--- src/hw/rtl/restricted_ring_deque_unit_defines.svh ---
// ----------------------------------------------------------------------------
// restricted ring deque assertion macros
// concurrent check wrappers used by the file that asserts
// ----------------------------------------------------------------------------
`ifndef RESTRICTED_RING_DEQUE_UNIT_DEFINES_SVH
`define RESTRICTED_RING_DEQUE_UNIT_DEFINES_SVH

`ifndef NO_ASSERTIONS
`define RRD_ASSERT(lbl, prop, msg) \
    lbl: assert property (@(posedge i_clk) disable iff (!i_rst_n) prop) else $error(msg);
`define RRD_ASSERT_IMPL(lbl, ante, cons, msg) \
    lbl: assert property (@(posedge i_clk) disable iff (!i_rst_n) (ante) |-> (cons)) \
        else $error(msg);
`define RRD_ASSERT_NEXT(lbl, ante, cons, msg) \
    lbl: assert property (@(posedge i_clk) disable iff (!i_rst_n) (ante) |=> (cons)) \
        else $error(msg);
`else
`define RRD_ASSERT(lbl, prop, msg)
`define RRD_ASSERT_IMPL(lbl, ante, cons, msg)
`define RRD_ASSERT_NEXT(lbl, ante, cons, msg)
`endif

`endif

--- src/hw/rtl/rrd_pkg.sv ---
// ----------------------------------------------------------------------------
// rrd_pkg
// types and codes of the restricted ring deque
// ----------------------------------------------------------------------------
package rrd_pkg;

    localparam int IDX_W   = 5;
    localparam int VAL_W   = 32;
    localparam int CMD_W   = 2;
    localparam int STAT_W  = 2;
    localparam int CFG_IDX_W = 1;
    localparam int CFG_DAT_W = 5;

    localparam logic [CMD_W-1:0] CMD_PUSH_REAR  = 2'd0;
    localparam logic [CMD_W-1:0] CMD_POP_FRONT  = 2'd1;
    localparam logic [CMD_W-1:0] CMD_POP_REAR   = 2'd2;
    localparam logic [CMD_W-1:0] CMD_PUSH_FRONT = 2'd3;

    localparam logic [STAT_W-1:0] ST_OK          = 2'd0;
    localparam logic [STAT_W-1:0] ST_OVERFLOW    = 2'd1;
    localparam logic [STAT_W-1:0] ST_UNDERFLOW   = 2'd2;
    localparam logic [STAT_W-1:0] ST_NOT_ALLOWED = 2'd3;

    localparam logic [CFG_IDX_W-1:0] CFG_CAPACITY = 1'd0;
    localparam logic [CFG_IDX_W-1:0] CFG_MODE     = 1'd1;

    localparam logic MODE_IN_RESTRICT  = 1'b0;
    localparam logic MODE_OUT_RESTRICT = 1'b1;

    localparam logic [CFG_DAT_W-1:0] CAPACITY_RESET = 5'd16;

    typedef struct packed {
        logic             wr_en;
        logic             rd_en;
        logic [IDX_W-1:0] pos;
        logic [VAL_W-1:0] wdata;
    } t_mem_req;

endpackage

--- src/hw/rtl/rrd_if.sv ---
// ----------------------------------------------------------------------------
// rrd channel interfaces
// command, result and configuration channels with valid and ready
// ----------------------------------------------------------------------------
interface rrd_cmd_if;
    logic                                valid;
    logic                                ready;
    logic        [rrd_pkg::CMD_W-1:0]    command;
    logic signed [rrd_pkg::VAL_W-1:0]    push_value;

    modport source (output valid, command, push_value, input ready);
    modport sink   (input valid, command, push_value, output ready);
endinterface

interface rrd_res_if;
    logic                                valid;
    logic                                ready;
    logic        [rrd_pkg::STAT_W-1:0]   status;
    logic signed [rrd_pkg::VAL_W-1:0]    popped_value;

    modport source (output valid, status, popped_value, input ready);
    modport sink   (input valid, status, popped_value, output ready);
endinterface

interface rrd_cfg_if;
    logic                                valid;
    logic                                ready;
    logic [rrd_pkg::CFG_IDX_W-1:0]       index;
    logic [rrd_pkg::CFG_DAT_W-1:0]       data;

    modport source (output valid, index, data, input ready);
    modport sink   (input valid, index, data, output ready);
endinterface

--- src/hw/rtl/rrd_slot_ram.sv ---
// ----------------------------------------------------------------------------
// rrd_slot_ram
// single port slot memory, registered read
// ----------------------------------------------------------------------------
module rrd_slot_ram #(
    parameter int DEPTH = 16
) (
    input  logic                        i_clk,
    input  rrd_pkg::t_mem_req           i_req,
    output logic [rrd_pkg::VAL_W-1:0]   o_rdata
);
    import rrd_pkg::*;

    localparam int AW = (DEPTH > 1) ? $clog2(DEPTH) : 1;

    logic [VAL_W-1:0] mem [DEPTH];
    logic [AW-1:0]    addr;
    logic [VAL_W-1:0] r_rdata;

    // ring positions start at one
    assign addr    = AW'(i_req.pos - IDX_W'(1));
    assign o_rdata = r_rdata;

    always_ff @(posedge i_clk) begin
        if (i_req.wr_en) begin
            mem[addr] <= i_req.wdata;
        end
        if (i_req.rd_en) begin
            r_rdata <= mem[addr];
        end
    end

endmodule

--- src/hw/rtl/rrd_ctrl.sv ---
// ----------------------------------------------------------------------------
// rrd_ctrl
// front and rear indices, mode registers and per-command decision
// ----------------------------------------------------------------------------
module rrd_ctrl #(
    parameter int DEPTH = 16
) (
    input  logic                           i_clk,
    input  logic                           i_rst_n,
    input  logic                           i_fire,
    input  logic [rrd_pkg::CMD_W-1:0]      i_command,
    input  logic [rrd_pkg::VAL_W-1:0]      i_push_value,
    input  logic                           i_cfg_we,
    input  logic [rrd_pkg::CFG_IDX_W-1:0]  i_cfg_index,
    input  logic [rrd_pkg::CFG_DAT_W-1:0]  i_cfg_data,
    output rrd_pkg::t_mem_req              o_req,
    output logic [rrd_pkg::STAT_W-1:0]     o_status,
    output logic                           o_pop_ok
);
    import rrd_pkg::*;

    logic [IDX_W-1:0]     r_front, n_front;
    logic [IDX_W-1:0]     r_rear, n_rear;
    logic [CFG_DAT_W-1:0] r_capacity;
    logic                 r_mode;
    logic [IDX_W-1:0]     ring_n;
    logic                 empty;
    logic                 full;
    logic                 not_allowed;
    t_mem_req             req;

    function automatic logic [IDX_W-1:0] nxt(input logic [IDX_W-1:0] p,
                                             input logic [IDX_W-1:0] n);
        return (p == n) ? IDX_W'(1) : p + IDX_W'(1);
    endfunction

    function automatic logic [IDX_W-1:0] prv(input logic [IDX_W-1:0] p,
                                             input logic [IDX_W-1:0] n);
        return (p == IDX_W'(1)) ? n : p - IDX_W'(1);
    endfunction

    always_comb begin
        if (r_capacity == '0) begin
            ring_n = IDX_W'(1);
        end else if (int'(r_capacity) > DEPTH) begin
            ring_n = IDX_W'(DEPTH);
        end else begin
            ring_n = IDX_W'(r_capacity);
        end
    end

    assign empty       = (r_front == '0) || (r_rear == '0);
    assign full        = !empty && (r_front == nxt(r_rear, ring_n));
    assign not_allowed = (i_command == CMD_PUSH_FRONT && r_mode == MODE_IN_RESTRICT) ||
                         (i_command == CMD_POP_REAR && r_mode == MODE_OUT_RESTRICT);

    always_comb begin
        n_front   = r_front;
        n_rear    = r_rear;
        o_status  = ST_OK;
        o_pop_ok  = 1'b0;
        req       = '0;
        req.wdata = i_push_value;
        if (not_allowed) begin
            o_status = ST_NOT_ALLOWED;
        end else if (i_command inside {CMD_PUSH_REAR, CMD_PUSH_FRONT}) begin
            if (empty) begin
                n_front   = IDX_W'(1);
                n_rear    = IDX_W'(1);
                req.wr_en = 1'b1;
                req.pos   = IDX_W'(1);
            end else if (full) begin
                o_status = ST_OVERFLOW;
            end else if (i_command == CMD_PUSH_REAR) begin
                n_rear    = nxt(r_rear, ring_n);
                req.wr_en = 1'b1;
                req.pos   = n_rear;
            end else begin
                n_front   = prv(r_front, ring_n);
                req.wr_en = 1'b1;
                req.pos   = n_front;
            end
        end else if (empty) begin
            o_status = ST_UNDERFLOW;
        end else begin
            o_pop_ok  = 1'b1;
            req.rd_en = 1'b1;
            if (r_front == r_rear) begin
                req.pos = r_front;
                n_front = '0;
                n_rear  = '0;
            end else if (i_command == CMD_POP_FRONT) begin
                req.pos = r_front;
                n_front = nxt(r_front, ring_n);
            end else begin
                req.pos = r_rear;
                n_rear  = prv(r_rear, ring_n);
            end
        end
    end

    always_comb begin
        o_req       = req;
        o_req.wr_en = req.wr_en && i_fire;
        o_req.rd_en = req.rd_en && i_fire;
    end

    always_ff @(posedge i_clk) begin
        if (!i_rst_n) begin
            r_front    <= '0;
            r_rear     <= '0;
            r_capacity <= CAPACITY_RESET;
            r_mode     <= MODE_IN_RESTRICT;
        end else begin
            if (i_fire) begin
                r_front <= n_front;
                r_rear  <= n_rear;
            end
            if (i_cfg_we) begin
                case (i_cfg_index)
                    CFG_CAPACITY: begin
                        r_capacity <= i_cfg_data;
                        r_front    <= '0;
                        r_rear     <= '0;
                    end
                    CFG_MODE: begin
                        r_mode <= i_cfg_data[0];
                    end
                    default: begin
                        r_mode <= r_mode;
                    end
                endcase
            end
        end
    end

endmodule

--- src/hw/rtl/restricted_ring_deque_unit.sv ---
// ----------------------------------------------------------------------------
// restricted_ring_deque_unit
// double-ended queue in a ring of slots with input or output restriction
// ----------------------------------------------------------------------------
// channels: i_cmd takes one command item (push rear, pop front, pop rear,
//   push front) with a push value; o_res returns exactly one result item per
//   command with a status and the popped value; i_cfg, always ready, writes
//   capacity (index 0, clears the deque) and restrict mode (index 1); the user
//   writes it only while no command is in flight; the block does not check
// result path: the slot memory read and the pending status are registered
//   when a command is accepted; the output register loads from them once it
//   is empty or o_res.ready frees it
// throughput: one command per cycle unless o_res stalls; the single slot
//   memory port does a push write or a pop read; indices update at accept
// reset: synchronous, indices cleared (deque empty), capacity 16, input
//   restricted mode; slot contents are left as they are
// stall: a result waiting in the output register holds; one more command
//   is accepted into the read stage, after which i_cmd.ready drops until
//   o_res.ready frees the output register
// ----------------------------------------------------------------------------
`include "restricted_ring_deque_unit_defines.svh"

module restricted_ring_deque_unit #(
    parameter int DEPTH = 16
) (
    input  logic      i_clk,
    input  logic      i_rst_n,
    rrd_cmd_if.sink   i_cmd,
    rrd_cfg_if.sink   i_cfg,
    rrd_res_if.source o_res
);
    import rrd_pkg::*;

    logic              fire;
    logic              pend_move;
    t_mem_req          mem_req;
    logic [STAT_W-1:0] dec_status;
    logic              dec_pop_ok;
    logic [VAL_W-1:0]  rdata;

    logic              r_pend_valid;
    logic [STAT_W-1:0] r_pend_status;
    logic              r_pend_pop_ok;
    logic              r_out_valid;
    logic [STAT_W-1:0] r_out_status;
    logic [VAL_W-1:0]  r_out_value;

    assign fire        = i_cmd.valid && i_cmd.ready;
    assign pend_move   = r_pend_valid && (!r_out_valid || o_res.ready);
    assign i_cmd.ready = !r_pend_valid || pend_move;
    assign i_cfg.ready = 1'b1;

    assign o_res.valid        = r_out_valid;
    assign o_res.status       = r_out_status;
    assign o_res.popped_value = r_out_value;

    rrd_ctrl #(
        .DEPTH (DEPTH)
    ) u_ctrl (
        .i_clk        (i_clk),
        .i_rst_n      (i_rst_n),
        .i_fire       (fire),
        .i_command    (i_cmd.command),
        .i_push_value (i_cmd.push_value),
        .i_cfg_we     (i_cfg.valid),
        .i_cfg_index  (i_cfg.index),
        .i_cfg_data   (i_cfg.data),
        .o_req        (mem_req),
        .o_status     (dec_status),
        .o_pop_ok     (dec_pop_ok)
    );

    rrd_slot_ram #(
        .DEPTH (DEPTH)
    ) u_ram (
        .i_clk   (i_clk),
        .i_req   (mem_req),
        .o_rdata (rdata)
    );

    always_ff @(posedge i_clk) begin
        if (!i_rst_n) begin
            r_pend_valid <= 1'b0;
            r_out_valid  <= 1'b0;
        end else begin
            if (fire) begin
                r_pend_valid <= 1'b1;
            end else if (pend_move) begin
                r_pend_valid <= 1'b0;
            end
            if (pend_move) begin
                r_out_valid <= 1'b1;
            end else if (o_res.ready) begin
                r_out_valid <= 1'b0;
            end
        end
    end

    always_ff @(posedge i_clk) begin
        if (fire) begin
            r_pend_status <= dec_status;
            r_pend_pop_ok <= dec_pop_ok;
        end
        if (pend_move) begin
            r_out_status <= r_pend_status;
            r_out_value  <= r_pend_pop_ok ? rdata : '0;
        end
    end

    `RRD_ASSERT_NEXT(a_pend_reaches_out, r_pend_valid && !r_out_valid, r_out_valid, "pending item not moved to output")
    `RRD_ASSERT_IMPL(a_no_accept_when_full, r_pend_valid && r_out_valid && !o_res.ready, !i_cmd.ready, "command accepted with both stages held")
    `RRD_ASSERT_IMPL(a_value_zero_on_error, r_out_valid && r_out_status != ST_OK, r_out_value == '0, "nonzero popped value on failed command")

endmodule
--- src/flat_wrapper.sv ---
// flat-port wrapper written by rule: the top's interface ports become plain ports
module restricted_ring_deque_unit_flat import rrd_pkg::*;
#(
    parameter int DEPTH = 16
)
  (i_clk, i_rst_n, i_cmd_valid, i_cmd_command, i_cmd_push_value, i_cmd_ready, i_cfg_valid, i_cfg_index, i_cfg_data, i_cfg_ready, o_res_valid, o_res_status, o_res_popped_value, o_res_ready);
  rrd_cmd_if i_cmd_i ();
  rrd_cfg_if i_cfg_i ();
  rrd_res_if o_res_i ();
  input  logic i_clk;
  input  logic i_rst_n;
  input wire logic [$bits(i_cmd_i.valid)-1:0] i_cmd_valid;
  input wire logic [$bits(i_cmd_i.command)-1:0] i_cmd_command;
  input wire logic [$bits(i_cmd_i.push_value)-1:0] i_cmd_push_value;
  output wire logic [$bits(i_cmd_i.ready)-1:0] i_cmd_ready;
  input wire logic [$bits(i_cfg_i.valid)-1:0] i_cfg_valid;
  input wire logic [$bits(i_cfg_i.index)-1:0] i_cfg_index;
  input wire logic [$bits(i_cfg_i.data)-1:0] i_cfg_data;
  output wire logic [$bits(i_cfg_i.ready)-1:0] i_cfg_ready;
  output wire logic [$bits(o_res_i.valid)-1:0] o_res_valid;
  output wire logic [$bits(o_res_i.status)-1:0] o_res_status;
  output wire logic [$bits(o_res_i.popped_value)-1:0] o_res_popped_value;
  input wire logic [$bits(o_res_i.ready)-1:0] o_res_ready;
  assign i_cmd_i.valid = i_cmd_valid;
  assign i_cmd_i.command = i_cmd_command;
  assign i_cmd_i.push_value = i_cmd_push_value;
  assign i_cmd_ready = i_cmd_i.ready;
  assign i_cfg_i.valid = i_cfg_valid;
  assign i_cfg_i.index = i_cfg_index;
  assign i_cfg_i.data = i_cfg_data;
  assign i_cfg_ready = i_cfg_i.ready;
  assign o_res_valid = o_res_i.valid;
  assign o_res_status = o_res_i.status;
  assign o_res_popped_value = o_res_i.popped_value;
  assign o_res_i.ready = o_res_ready;
  restricted_ring_deque_unit #(.DEPTH(DEPTH)) u_core (.i_clk(i_clk), .i_rst_n(i_rst_n), .i_cmd(i_cmd_i), .i_cfg(i_cfg_i), .o_res(o_res_i));
endmodule
--- config.mk ---
export PLATFORM = sky130hd
export DESIGN_NAME = restricted_ring_deque_unit_flat
export DESIGN_NICKNAME = d
export VERILOG_FILES = /design/src/hw/rtl/rrd_pkg.sv /design/src/hw/rtl/rrd_if.sv /design/src/hw/rtl/rrd_slot_ram.sv /design/src/hw/rtl/rrd_ctrl.sv /design/src/hw/rtl/restricted_ring_deque_unit.sv /design/src/flat_wrapper.sv
export VERILOG_INCLUDE_DIRS = /design/src /design/src/hw/rtl
export SDC_FILE = /design/constraint.sdc
export NUM_CORES = 1
export LEC_CHECK = 0
export BUFFER_PORTS_ARGS = -buffer_cell sky130_fd_sc_hd__buf_2
export CORE_UTILIZATION = 43
export DETAILED_ROUTE_END_ITERATION = 16
export SYNTH_ARGS = -nofsm -noshare
export SYNTH_HDL_FRONTEND = slang
export SYNTH_SLANG_ARGS = --single-unit
--- constraint.sdc ---
create_clock -name i_clk -period 4.9 [get_ports i_clk]
set_clock_uncertainty 0.05 [all_clocks]
set_input_delay 0.245 -clock i_clk [delete_from_list [all_inputs] [get_ports i_clk]]
set_output_delay 0.245 -clock i_clk [all_outputs]
set_load 0.005 [all_outputs]
---- After elaboration in Yosys (flattened, before gate mapping) ----
Memory sizes are Yosys's and may differ from the RTL's. A register that Yosys moved wholly into a read port is not among the register bits.
Index checks and enable logic that the tools add are counted.
operators by class
  reduce and logical (&&, ||, !) cells .... 24
  equality and inequality tests ........... 9
  mux-type cells .......................... 51
  bitwise operators ....................... 2
  add/subtract/negate cells ............... 5
  $lt $le $gt $ge ......................... 1
operator list
  operator             number
  $mux 5               34
  $eq 5x5->1           4
  $logic_not 5->1      3
  $mux 1               13
  $add 5x1->5 const B  2
  $eq 5x1->1 const B   2
  $sub 5x1->5 const B  2
  $logic_and 1x1->1    7
  $mux 7               1
  $mux 6               1
  $reduce_bool 2->1    3
  $gt 5x5->1 const B   1
  $eq 2x2->1 const B   2
  $logic_or 1x1->1     4
  $mux 2               2
  $reduce_and 2->1     2
  $sub 4x1->4 const B  1
  $logic_not 1->1      3
  $eq 2x1->1 const B   1
  $logic_not 2->1      1
  $not 1->1            2
  $reduce_or 2->1      1
storage, ports and cells
  bits in registers ....................... 55
  bits in writable memories ............... 512
  input bits .............................. 45
  output and inout bits ................... 37
  memories ................................ 1
  logic and storage cells ................. 103
memories
  memory            words  width  rd ports  clocked after Yosys merged registers in  write ports  line                text
  u_core.u_ram.mem  16     32     1         1                                        1            rrd_slot_ram.sv:16  logic [VAL_W-1:0] mem [DEPTH];

---- Depth between registers and ports, before layout ----
  word-level depth ........................ 14
  mapped depth ............................ 16
  depth with buffers taken out ............ 13

---- Cells and area by module ----
A second synthesis with hierarchy kept.
second synthesis, totals
  cell total of the unflattened synthesis .. 1,326
  area, all modules ....................... 25,056.5 µm²
modules (own cells, without submodules)
  module                      cells each  area an instance (µm²)  seq. area each (µm²)  instances
  rrd_slot_ram                882         20,920.1                16,335.7              1
  rrd_ctrl                    361         2,655.0                 320.3                 1
  restricted_ring_deque_unit  83          1,481.4                 1,151.1               1

---- Least setup slack after synthesis ----
No wires, ideal clock.
  kind .................................... flip-flop to flip-flop
  start ................................... register u_core.u_ctrl.r_rear[0]
  end ..................................... memory u_core.u_ram.mem[10][0], enable pin
  setup time .............................. 0.421 ns
  buffers on the path ..................... 3
  data required time ...................... 4.429 ns
  cell stages (with the launch flop) ...... 16
  setup slack ............................. 0.074 ns
  data arrival time ....................... 4.355 ns
  cell sequence ........................... dfxtp_1 buf_2 inv_1 ha_1 nor2_1 a21oi_1 o32ai_2 nand3_2 a31o_4 inv_4 buf_6 buf_8 ha_1 xnor2_2 or2_2 nor2_1
between the ends
  longest elaborated chain between the ends .. 11
  elaborated cells on any way between the ends .. 24
  those cells by class .................... add/sub (2); eq/ne (3); mux (14); reduce/logical (5)
RTL lines
  element                                                              line                            text
  from (decl)                                                          rrd_ctrl.sv:23                  logic [IDX_W-1:0] r_rear, n_rear;
  from (signal assigned)                                               rrd_ctrl.sv:117                 r_rear <= n_rear;
  $add 5x1->5 (tied with other cells)                                  rrd_ctrl.sv:34                  return (p == n) ? IDX_W'(1) : p + IDX_W'(1);
  $mux 5 / $logic_or 1x1->1 (equally long branches)                    rrd_ctrl.sv:34, rrd_ctrl.sv:52
  $eq 5x5->1 / $logic_not 1->1 (equally long branches)                 rrd_ctrl.sv:53                  assign full = !empty && (r_front == nxt(r_rear, ring_n));
  $logic_and 1x1->1                                                    rrd_ctrl.sv:53
  $mux 1                                                               rrd_ctrl.sv:72                  end else if (full) begin
  $mux 1                                                               rrd_ctrl.sv:67                  if (empty) begin
  $mux 1                                                               rrd_ctrl.sv:66                  end else if (i_command inside {CMD_PUSH_REAR, CMD_PUSH_FRONT}) begin
  $mux 7 (*)                                                           rrd_ctrl.sv:64                  if (not_allowed) begin
  parallel branches: the longest is 3 deep, another holds $sub 4x1->4  --
  to (decl)                                                            rrd_slot_ram.sv:16
Every way passes the cells marked *.

---- Worst setup path after layout ----
  start ................................... register u_core.u_ctrl.r_rear[3]
  end ..................................... memory u_core.u_ram.mem[9][10], enable pin
The elaborated chain is that of the path after synthesis.

==> impl_metrics.json <==
{
  "drive_above_1_share_pct": 26.68,
  "worstMarginPinSlew_ns": 1.025,
  "power_density_nw_per_um2": 422.2,
  "worst_ir_drop_vdd_v": 0.0002526,
  "final_core_utilization_pct": 51.19,
  "viasPerCell": 5.453,
  "ys.flop_type": "sky130_fd_sc_hd__edfxtp_1",
  "finalNetCount": 1486,
  "slew_headroom_pct": 30.79,
  "numPortBuffers": 80,
  "power.static_leakage_nw": 9.433,
  "area_of_the_core_um2": 55520,
  "synthesis.area_um2": 24360,
  "post_cts.repair.setup_buffers": 0,
  "placementRows": 86,
  "dp_worst_setup_slack_ns": 0.4287,
  "dp_hpwl_um": 30750,
  "initial_core_util_pct": 43.88,
  "grt_start_max_net_pins": 67,
  "slew_viol_final": 0,
  "cts_tree": "done",
  "synth.avg_cell_area_um2": 19.55,
  "clk_pin_slew_ns": 0.06,
  "synth-edff-count": 581,
  "fp.dieH_um": 240.0,
  "critical_path.startpoint_type": "flip-flop",
  "post-route-drc-count": 0,
  "max_clock_freq_mhz": 220.3,
  "dr.first_iter.drc_count": 901,
  "multiInputGateArea_um2": 6212,
  "synth-seq-cells": 599,
  "setup.worst_path.end_class": "flip-flop",
  "fin_setup_tns_ns": 0,
  "first_pass_grt_wire_length_um": 79850,
  "status": "complete, no violations",
  "yosysUniqueCellTypes": 73,
  "globalRouteOverflowTotal": 0,
  "antenna_violating_nets_left": 0,
  "root_buffer": "sky130_fd_sc_hd__clkbuf_16",
  "fillers": 4500,
  "die-area_um2": 57620,
  "synth-async-reset-ratio_pct": 0,
  "worst_skew_pair.late_latency_ns": 0.61,
  "clock_path_buffers": 3,
  "detailroute.via_count": 12110,
  "boundaryPins": 82,
  "worst_ep_required_time_ns": 5.14,
  "yosys_warnings": 0,
  "mappedNetlistNets": 1306,
  "num_antenna_cells": 0,
  "setup.worst_path.class": "flip-flop to flip-flop",
  "cts_buffers": 59,
  "hp-class": "input pin to flip-flop",
  "antenna_found_initial": 1,
  "dieWidth_um": 240.0,
  "cell_count_after_synthesis": 1246,
  "timing.final.crit_period_ns": 4.538,
  "fin_crit_sh_pct": 92.62,
  "max_cap_viol_count": 0,
  "avgRoutedWirePerCell_um": 23.79,
  "layout-area-overhead-vs-synth_pct": 16.65,
  "unrepaired_setup_endpoints_after_global_routing": "false",
  "timing.critical_path.fanout_max": 18,
  "grt.total_usage_pct": 18.90,
  "ctsHtreeMaxLevel": 2,
  "report.power.total_w": 0.01200,
  "wl_um": 52830,
  "cp_data_arrival_time_ns": 4.78,
  "report.final.setup_viol": 0,
  "first_global_vias": 12560,
  "layout_setup_ws_ns": 0.3616,
  "sequential_cell_area_fraction_in_the_yosys_report_pct": 73.09,
  "sequential_cell_area_um2": 17810,
  "drt_first_pass_iters": 5,
  "final-hold-violation-count": 0,
  "gp_routability_congestion": 0.8815,
  "clock-sinks": 599
}
[final timing paths]
kind	start	end	slack (ns)	depth (start not counted)
setup / recovery	u_core.u_ctrl.r_rear[3]	u_core.u_ram.mem[9][10]	0.36	13
hold / removal	i_cfg_index	u_core.u_ctrl.r_capacity[0]	0.21	4
setup reg to reg	u_core.u_ctrl.r_rear[3]	u_core.u_ram.mem[9][10]	0.36	13
hold reg to reg	u_core.r_pend_status[0]	u_core.o_res.status[0]	0.37	0
[registers in the layout (all words and copies together) (netlist names), 2 cells and up]
register,cells
u_core.u_ram.o_rdata,32
u_core.u_ctrl.r_front,5
u_core.u_ctrl.r_rear,5
u_core.u_ctrl.r_capacity,5
u_core.u_ram.mem,512
u_core.r_pend_status,2
u_core.o_res.status,2
u_core.o_res.popped_value,32
[power breakdown]
group	switching [W]	leakage [nW]	total, W	internal, W
Sequential	0.0000384	5.40	0.00580	0.00577
Combinational	0.000990	3.11	0.00185	0.000861
Clock	0.00186	0.919	0.00435	0.00248
[repair_timing]
item | CTS | global route
gates resized for setup | 0 | 0
hold buffers | 48 | 0
hold endpoints to repair | 520 | 0
[layout by cell type, fill, tap and decap left out, types with 10 or more instances in the layout]
master and instances:
sky130_fd_sc_hd__clkbuf_16 61, sky130_fd_sc_hd__mux4_2 128, sky130_fd_sc_hd__nor2_4 17, sky130_fd_sc_hd__and2_1 34, sky130_fd_sc_hd__ha_1 14, sky130_fd_sc_hd__buf_12 17
sky130_fd_sc_hd__o21ai_0 32, sky130_fd_sc_hd__edfxtp_1 581, sky130_fd_sc_hd__nand2_1 37, sky130_fd_sc_hd__clkinv_2 13, sky130_fd_sc_hd__buf_2 80, sky130_fd_sc_hd__mux2i_1 107
sky130_fd_sc_hd__nor2b_1 10, sky130_fd_sc_hd__dlygate4sd3_1 48, sky130_fd_sc_hd__nor3_1 15, sky130_fd_sc_hd__dfxtp_1 18, sky130_fd_sc_hd__xnor2_1 11, sky130_fd_sc_hd__buf_4 45
sky130_fd_sc_hd__clkinv_1 19, sky130_fd_sc_hd__a21oi_1 26, sky130_fd_sc_hd__nor2_1 29
[cells in the mapped netlist, drive strengths merged (3+ instances only)]
library cell  number  area share [%]
nor2b             11            0.28
dfxtp             18             1.5
nor3              15            0.31
a31oi              6            0.15
o22ai              3           0.077
xor2               7            0.25
nor2              46            0.71
a211oi             5            0.15
o21ai             35            0.73
clkbuf            35            0.55
buf               36             1.4
nand3              7            0.16
a21oi             27            0.60
and3               4            0.10
o211ai             3           0.092
nand2b             8            0.21
a221oi             3            0.11
mux2               5            0.23
mux4             128              12
nand2             37            0.57
inv               11            0.18
edfxtp           581              72
ha                15            0.77
xnor2             12            0.46
and2              35            0.91
mux2i            107             4.4
a31o               3            0.14
nand4              4            0.10
or2                4            0.10
[routing by layer]
layer	GRT usage (%)	vias to the layer above	wire [µm]
li1	-	5404	-
met1	26.34	6328	23450
met2	31.13	305	25890
met3	2.732	72	2362
met4	5.134	2	1113
met5	0	-	10
[kinds of logic (layout without fill, tap and decap cells)]
group / Yosys count / count (layout) / share of synthesized area [%]
buf+inv: 83 / 310 / 2.147
xor+xnor: 19 / 19 / 0.7138
other cells: 1 / 1 / 0.01539
fa+ha+maj: 15 / 15 / 0.7703
simple gates: 180 / 180 / 3.774
flops: 599 / 599 / 73.09
compound gates: 109 / 109 / 3.035
mux: 240 / 240 / 16.46
[worst max-delay path: stages, from the launching register on]
cell	delay, ns
sky130_fd_sc_hd__dfxtp_1	0.72
sky130_fd_sc_hd__nor4bb_1	0.44
sky130_fd_sc_hd__a31oi_1	0.11
sky130_fd_sc_hd__o21ai_2	0.33
sky130_fd_sc_hd__a21oi_1	0.15
sky130_fd_sc_hd__o32ai_2	0.31
sky130_fd_sc_hd__nand3_2	0.21
sky130_fd_sc_hd__o211ai_1	0.33
sky130_fd_sc_hd__or2_2	0.24
sky130_fd_sc_hd__ha_1	0.26
sky130_fd_sc_hd__xnor2_4	0.14
sky130_fd_sc_hd__or2_2	0.43
sky130_fd_sc_hd__nor2_4	0.18
sky130_fd_sc_hd__buf_4	0.29
[cell type report]
class / count / share of cell area [%]
Multi-Input combinational cell: 564 / 21.86
Clock buffer: 71 / 5.538
Sequential cell: 599 / 62.65
Tap cell: 748 / 3.293
Timing Repair Buffer: 190 / 5.485
Inverter: 12 / 0.1849
Clock inverter: 37 / 0.9905
[through the flow]
step | hold WS (ns) | area [µm²] | instances
global placement | 0.3574 | 26090 | 2065
detailed placement | 0.3602 | 26090 | 2065
CTS | 0.1703 | 28420 | 2221
floorplan | 0.2839 | 24360 | 1246
finish | 0.2062 | 28420 | 2221
global route | 0.2479 | 28420 | 2221
(Power assumes the default switching activity.)
